File: src/sv/psd_div_cell.sv
// ---------------------------------------------------------------------------
// psd_div_cell
// one quotient bit of the restoring divide, registered toward the next cell
// ---------------------------------------------------------------------------
`default_nettype none
module psd_div_cell #(
   parameter int CW = 29
) (
   input  wire logic          clock,
   input  wire logic          reset,
   input  wire logic          valid_i,
   input  wire logic [CW-1:0] rem_i,
   input  wire logic [CW-1:0] acc_i,
   input  wire logic [CW-1:0] len2_i,
   input  wire logic [CW-1:0] nend_i,
   input  wire logic          perp_i,
   output logic               valid_o,
   output logic [CW-1:0]      rem_o,
   output logic [CW-1:0]      acc_o,
   output logic [CW-1:0]      len2_o,
   output logic [CW-1:0]      nend_o,
   output logic               perp_o
);
   logic [CW:0]   trial;
   logic [CW:0]   diff;
   logic          take;
   logic          valid_ff;
   logic [CW-1:0] rem_ff, rem_in, acc_ff, acc_in, len2_ff, nend_ff;
   logic          perp_ff;

   always_comb begin
      trial  = {rem_i, acc_i[CW-1]};
      diff   = trial - {1'b0, len2_i};
      take   = trial >= {1'b0, len2_i};
      rem_in = take ? diff[CW-1:0] : trial[CW-1:0];
      acc_in = {acc_i[CW-2:0], take};
   end

   always_ff @(posedge clock) begin
      if (reset) begin
         valid_ff <= 1'b0;
      end else begin
         valid_ff <= valid_i;
      end
      rem_ff  <= rem_in;
      acc_ff  <= acc_in;
      len2_ff <= len2_i;
      nend_ff <= nend_i;
      perp_ff <= perp_i;
   end

   assign valid_o = valid_ff;
   assign rem_o   = rem_ff;
   assign acc_o   = acc_ff;
   assign len2_o  = len2_ff;
   assign nend_o  = nend_ff;
   assign perp_o  = perp_ff;
endmodule
`default_nettype wire

File: config.mk
export PLATFORM = sky130hd
export DESIGN_NAME = psd_div_cell
export DESIGN_NICKNAME = d
export VERILOG_FILES = /design/src/sv/psd_div_cell.sv
export SDC_FILE = /design/constraint.sdc
export NUM_CORES = 1
export LEC_CHECK = 0
export BUFFER_PORTS_ARGS = -buffer_cell sky130_fd_sc_hd__buf_2
export CORE_MARGIN = 2
export CORE_UTILIZATION = 40
export DETAILED_ROUTE_END_ITERATION = 10
export PLACE_DENSITY = 0.72
export SLEW_MARGIN = 10
export SYNTH_ARGS = -nofsm -noshare
export SYNTH_HDL_FRONTEND = slang
export SYNTH_SLANG_ARGS = --single-unit
File: constraint.sdc
create_clock -name clock -period 5.9 [get_ports clock]
set_input_delay 1.77 -clock clock [delete_from_list [all_inputs] [get_ports clock]]
set_output_delay 1.77 -clock clock [all_outputs]
set_load 0.01 [all_outputs]
## Yosys cells after proc, flatten, opt, wreduce, memory -nomap -nowiden

Index checks and enable logic that the tools add are counted.
W data, S select, Z words.

- Input port bits: 120
- Register bits: 118
- Word-level logic and storage cells: 9
- Output and inout bits: 118

- Add/sub/neg operators: 1
- Muxes and demuxes: 1
- Order comparisons: 1

Operator list:

| cell | number |
|---|---|
| $ge A30 B29 Y1 | 1 |
| $mux W29 | 1 |
| $sub A29 B29 Y29 | 1 |

## Logic depth before layout (Yosys ltp)

Gate-level depths: netlist (run 1).

- Depth after elaboration: 2
- Mapped depth: 13
- Depth with buffers taken out: 12

## Least setup slack after synthesis (run 1)

OpenSTA, ideal clock, no wires.

- Path kind: input to register
- Start point: input port acc_i[28]
- End point: register rem_ff[10], in the netlist rem_o[10]
- Stages: 13
- Data required time: 5.779 ns
- Buffers on the path: 1
- Arrival time: 4.016 ns
- Path slack: 1.762 ns
- Cell sequence: inv_1 ha_1 inv_1 fa_1 a21oi_1 o21ai_0 a21oi_1 o41ai_2 a31oi_2 o21ai_2 a21oi_4 buf_6 mux2_4

- Longest elaborated chain between the ends: 2
- Elaborated cells between the ends (all ways): 3
- Classes of those cells: add/sub (1); order compare (1); mux (1)

Ends and longest elaborated chain:

| element | line | source |
|---|---|---|
| start, declared | 13 | `input wire logic [CW-1:0] acc_i,` |
| $sub A29 B29 Y29 / $ge A30 B29 Y1 (equally long branches) | 33, 34 |  |
| $mux W29 * | 35 | `rem_in = take ? diff[CW-1:0] : trial[CW-1:0];` |
| named net rem_in[10] | 28 | `logic [CW-1:0] rem_ff, rem_in, acc_ff, acc_in, len2_ff, nend_ff;` |
| end signal, assigned | 45 | `rem_ff <= rem_in;` |
| end, declared | 28 |  |

The timed path passes the listed nets; every way through them passes the cells marked *.
A chain may end at the register's enable or synchronous reset.

## Final worst setup path (run 1)

- Start point: input port acc_i[28]
- End point: register rem_ff[7], in the netlist rem_o[7]

Same word-level chain as after synthesis.

==> impl_metrics.py, run 1 <==
metrics = {
    "pwr": {
        "power.internal_mw": 1.80,
        "p_comb_share_pct": 18.0,
        "powerDensity_nw_per_um2": 374,
        "switching_power_mw": 0.616,
        "power_frac_seq_pct": 36.9,
        "switching_share_pct": 25.5,
        "irDropWorstVdd_mv": 0.265,
        "p_leak_nw": 3.29,
        "p_clk_share_pct": 45.0,
    },
    "cells_and_area": {
        "fin_cells": 802,
        "area_growth_pct": 43.0,
        "antennaDiodeCount": 0,
        "fin_nets": 800,
        "final_layout_size_suffix_gt1_share_pct": 46.1,
    },
    "clock_tree": {
        "clockRootBuffer": "clkbuf_16",
        "clock-sinks": 118,
        "cts_buffers": 17,
        "htree_levels": 4,
        "cts_buffer_depth": 2,
        "clk_pin_slew_worst_paths_ns": 0.06,
        "post_cts_buffers": 0,
        "cts_tree": "done",
        "holdBufCountCts": 0,
        "cts_resized": 0,
    },
    "grt": {
        "grt_overflow": 0,
        "grt_pass1_vias": 3752,
        "grtUsageTotal_pct": 20.0,
        "antenna_found_initial": 0,
        "grt_pass1_wl_um": 18100,
        "grt_max_degree": 19,
    },
    "timing": {
        "worst_pin_slew_ns": 0.736,
        "max_freq_ghz": 0.238,
        "post-route-period-util_pct": 71.3,
        "fin_ws_ns": 1.69,
        "fin_hold_ws_ns": 1.46,
        "maxSlewViolCount": 0,
        "min_period_ns": 4.21,
        "setup_violations": 0,
        "final-hold-violation-count": 0,
        "fin_tns_setup_ns": 0,
        "rsz0062_at_grt": "false",
        "slew_headroom_pct": 50.6,
    },
    "synthesis": {
        "synth_ff_type": "dfxtp_1",
        "async_reset_ff_share_pct": 0,
        "yosysUniqueCellTypes": 53,
        "netlist_instances": 402,
        "netlist_area_um2": 4510,
        "seq_area_frac_synth_pct": 52.3,
        "ys_ff_latch": 118,
        "syn_nets": 552,
        "ys_warn_count": 0,
        "syn_area_per_cell_um2": 11.2,
        "synth_enable_flop_cells": 0,
    },
    "placement": {
        "gp_congestion": 0.888,
        "dp.cells": 771,
        "pre_cts_ws_ns": 1.27,
        "portBuffers": 237,
        "dp_hpwl_um": 9780,
    },
    "critical_path": {
        "cp.required_ns": 6.19,
        "path_max_fanout": 18,
        "cp_top_family": "compound AO/OA/AOI/OAI gates",
        "endpoint_kind": "flop",
        "critPathBufInv": 4,
        "max_stage_delay_ns": 0.40,
        "cp_slowest_cell": "fa_1",
        "setup.worst_path.start_class": "primary input",
        "path_depth": 14,
        "path_class": "primary input to flop",
        "critical_path.cell_chain": "buf_2, inv_1, ha_1, inv_1, fa_1, a21oi_1, o21ai_0, a21oi_1, o41ai_2, a31oi_2, o21ai_2, a21oi_4, buf_4, mux2_4",
        "crit_arrival_ns": 4.50,
    },
    "drt": {
        "drt_iter0_drc": 135,
        "wl_per_cell_um": 15.5,
        "avgViaCountPerCell": 4.75,
        "drtPass1Iterations": 4,
        "drt_wl_total_um": 12500,
        "drc_errors": 0,
        "dr_total_vias": 3812,
        "ant_nets": 0,
    },
    "floorplanning": {
        "die_y_um": 110,
        "core-area_um2": 10900,
        "pin_count": 238,
        "die_area_um2": 12100,
        "fp.dieW_um": 110,
        "fp-row-count": 38,
        "start_util_pct": 41.3,
    },
    "run": {
        "maxCapViolCount": 0,
    },
    "worst_hold_path": {
        "hp-class": "primary input to flop",
        "whs_path_depth": 1,
    },
    "outcome": {
        "status": "complete, no violations",
    },
}
[path summary, 6_finish.rpt]
| kind | from | endpoint | slack, ns |
|---|---|---|---|
| min | perp_i | perp_o | 1.46 |
| max | acc_i[28] | rem_o[7] | 1.69 |
[sequential cells by signal, indices dropped and copies added, names as in the netlist]
signal	flops
len2_o	29
rem_o	29
perp_o	1
acc_o	29
nend_o	29
valid_o	1
[cells in the final DEF (no fill, tap or decap), types with 5 or more instances in the layout]
| master | netlist | final |
|---|---|---|
| nor2_1 | 11 | 11 |
| clkinv_4 | 0 | 5 |
| xor2_1 | 9 | 9 |
| dfxtp_1 | 118 | 118 |
| xnor2_1 | 16 | 16 |
| o21ai_0 | 11 | 11 |
| buf_2 | 3 | 237 |
| mux2_4 | 27 | 27 |
| nand3_1 | 9 | 9 |
| o21bai_1 | 5 | 5 |
| a21o_1 | 9 | 9 |
| nand2_1 | 23 | 23 |
| inv_1 | 37 | 37 |
| a21oi_1 | 26 | 26 |
| ha_1 | 29 | 29 |
| clkbuf_16 | 0 | 17 |
[kinds of logic (layout without fill, tap and decap cells)]
logic type	count (synthesis)	after routing	synth area share, %
AO/OA/AOI/OAI	86	86	13.1
XOR/XNOR	25	25	4.85
adder cells (fa/ha/maj)	30	30	8.48
buffers and inverters	47	307	4.49
flip-flops	118	118	52.3
multiplexers	29	29	9.45
AND/OR/NAND/NOR	67	67	7.24
[synth_stat cells, types with 2 or more instances]
cell	count	area (um^2)
nand4_1	4	25.0
clkbuf_1	4	15.0
a21oi_1	26	130
and2_1	2	12.5
nor2_1	11	41.3
xnor2_1	16	140
buf_2	3	15.0
o211ai_1	3	22.5
nor2b_1	3	18.8
nand2b_1	3	18.8
a211oi_1	4	30.0
a31oi_1	4	25.0
nand2_1	23	86.3
inv_1	37	139
nor3_1	4	20.0
o21ai_0	11	55.1
o21bai_1	5	37.5
buf_6	3	33.8
nand3_1	9	45.0
a311oi_1	4	35.0
mux2_4	27	405
xor2_1	9	78.8
nor3b_1	2	15.0
a21o_1	9	67.6
o21a_1	3	22.5
ha_1	29	363
dfxtp_1	118	2360
[layer usage]
metal / track usage (%) / wire [um] / vias up / share of wire [%]
met5: 0 / 0 / - / 0
met3: 6.70 / 1030 / 16 / 8.2
met1: 20.1 / 4640 / 1764 / 37
met2: 37.9 / 6610 / 138 / 53
li1: - / - / 1894 / -
met4: 7.77 / 187 / 0 / 1.5
[power groups by stage]
stage	combinational (mW)	clock, mW	sequential [mW]
6_report	0.435	1.09	0.891
5_1_grt	0.474	1.14	0.898
4_1_cts	0.438	1.11	0.892
3_5_place_dp	0.434	0	0.908
3_3_place_gp	0.425	0	0.909
2_1_floorplan	0.228	0	0.950
[per-stage QoR]
step / power, mW / area [um^2] / util (%)
6_report: 2.41 / 6450 / 59.0
5_1_grt: 2.51 / 6450 / 59.0
4_1_cts: 2.44 / 6450 / 59.0
3_5_place_dp: 1.34 / 5830 / 53.3
3_3_place_gp: 1.33 / 5830 / 53.3
2_1_floorplan: 1.18 / 4510 / -
[final cells by class]
| cell class | instances | area (um^2) |
|---|---|---|
| fillers | 956 | 4480 |
| flip-flops and latches | 118 | 2360 |
| multi-input cells | 237 | 1950 |
| repair buffers | 239 | 1200 |
| clock buffers | 17 | 425 |
| clock inverters | 14 | 201 |
| well taps | 140 | 175 |
| inverters | 37 | 139 |
Note: power is estimated with default switching activity, not from simulation.
==> run 2, diff against run 1 <==
- clock period: 5.9 -> 4.1 ns (I/O delays scaled with it)
==> run 2 against run 1 <==
Die area unchanged. Flip-flop and latch count unchanged. Sequential share of layout area barely moved. Largest power group unchanged. Highest routed layer unchanged.
==> impl_metrics.py, run 2 (synthesis gave the netlist of run 1 again) <==
metrics = {
    "drt": {
        "top_layer": "met4",
        "ant_nets": 0,
        "wl_per_cell_um": 15.2,
        "drt_iter0_drc": 200,
        "dr_total_vias": 3822,
        "wl_met2_um": 6300,
        "avgViaCountPerCell": 4.74,
        "drt_wl_total_um": 12300,
        "drtPass1Iterations": 4,
        "drc_errors": 0,
        "drt-met1-wl_um": 4830,
        "met3_length_um": 906,
    },
    "critical_path": {
        "path_max_fanout": 6,
        "crit_arrival_ns": 3.86,
        "setup.worst_path.start_class": "primary input",
        "endpoint_kind": "flop",
        "path_class": "primary input to flop",
        "cp.required_ns": 4.39,
    },
    "clock_tree": {
        "post_cts_buffers": 0,
        "clk_pin_slew_worst_paths_ns": 0.06,
        "clock-sinks": 118,
        "cts_buffers": 17,
        "clockRootBuffer": "clkbuf_16",
        "holdBufCountCts": 0,
        "cts_resized": 0,
        "cts_buffer_depth": 2,
        "cts_tree": "done",
        "htree_levels": 4,
    },
    "timing": {
        "setup_violations": 0,
        "fin_tns_setup_ns": 0,
        "final-hold-violation-count": 0,
        "post-route-period-util_pct": 87.1,
        "rsz0062_at_grt": "false",
        "fin_ws_ns": 0.528,
        "maxSlewViolCount": 0,
        "slew_headroom_pct": 69.1,
        "max_freq_ghz": 0.280,
        "min_period_ns": 3.57,
        "worst_pin_slew_ns": 0.458,
    },
    "placement": {
        "dp.cells": 776,
        "dp_hpwl_um": 9800,
        "postPlaceCellArea_um2": 5880,
        "pre_cts_ws_ns": 0.123,
        "portBuffers": 237,
        "gp_congestion": 0.842,
    },
    "floorplanning": {
        "die_area_um2": 12100,
        "die_y_um": 110,
        "core-area_um2": 10900,
        "pin_count": 238,
        "fp-row-count": 38,
        "fp.dieW_um": 110,
        "start_util_pct": 41.3,
    },
    "cells_and_area": {
        "post-route-cell-area_um2": 6450,
        "final_layout_size_suffix_gt1_share_pct": 46.5,
        "mostFrequentLayoutCell": "buf_2",
        "layout_common_cells": "buf_2, dfxtp_1, inv_1",
        "fin_cells": 807,
        "area_growth_pct": 43.0,
        "fin_nets": 805,
        "antennaDiodeCount": 0,
    },
    "run": {
        "maxCapViolCount": 0,
    },
    "grt": {
        "grt_pass1_vias": 3809,
        "grt_max_degree": 19,
        "grtUsageTotal_pct": 19.9,
        "grt_overflow": 0,
        "antenna_found_initial": 0,
        "grt_pass1_wl_um": 18100,
    },
    "pwr": {
        "p_leak_nw": 3.29,
        "powerDensity_nw_per_um2": 518,
        "irDropWorstVdd_mv": 0.433,
    },
    "outcome": {
        "status": "complete, no violations",
    },
    "worst_hold_path": {
        "hp-class": "primary input to flop",
    },
}
[run 2: area by class of cell]
type / instances / area, um^2
inverters: 37 / 139
fillers: 926 / 4480
repair buffers: 244 / 1250
well taps: 140 / 175
multi-input cells: 237 / 1950
clock buffers: 17 / 425
flip-flops and latches: 118 / 2360
clock inverters: 14 / 153
[run 2: worst paths after layout]
kind,depth (start not counted),end,start
max,14,rem_o[12],acc_i[28]
min,1,nend_o[0],nend_i[0]
[run 2: power by group]
group	internal (mW)	total (mW)	switching [mW]
clock network	0.894	1.43	0.531
logic	0.315	0.631	0.316
registers	1.26	1.28	0.0264
total	2.47	3.34	0.874
[run 2: layer usage]
metal / track usage (%) / vias to the layer above
met5: 0 / -
met4: 9.11 / 0
met3: 6.47 / 18
met2: 36.0 / 145
met1: 20.9 / 1755
li1: - / 1904
[run 2: critical path, stage by stage]
cell,delay (ns)
buf_2,0.09
inv_1,0.06
ha_1,0.17
inv_1,0.06
fa_1,0.40
a21oi_1,0.20
o21ai_0,0.10
a21oi_1,0.30
o41ai_2,0.14
a31oi_2,0.24
o21ai_2,0.11
a21oi_4,0.22
buf_4,0.22
mux2_4,0.31
[run 2: per-stage QoR]
step	power, mW	hold slack (ns)	util (%)
after global placement	1.93	1.33	53.7
after detailed placement	1.94	1.33	53.7
final	3.34	0.914	59.0
after floorplan	1.69	1.26	-
after global routing	3.50	0.893	59.0
after CTS	3.38	0.900	59.0
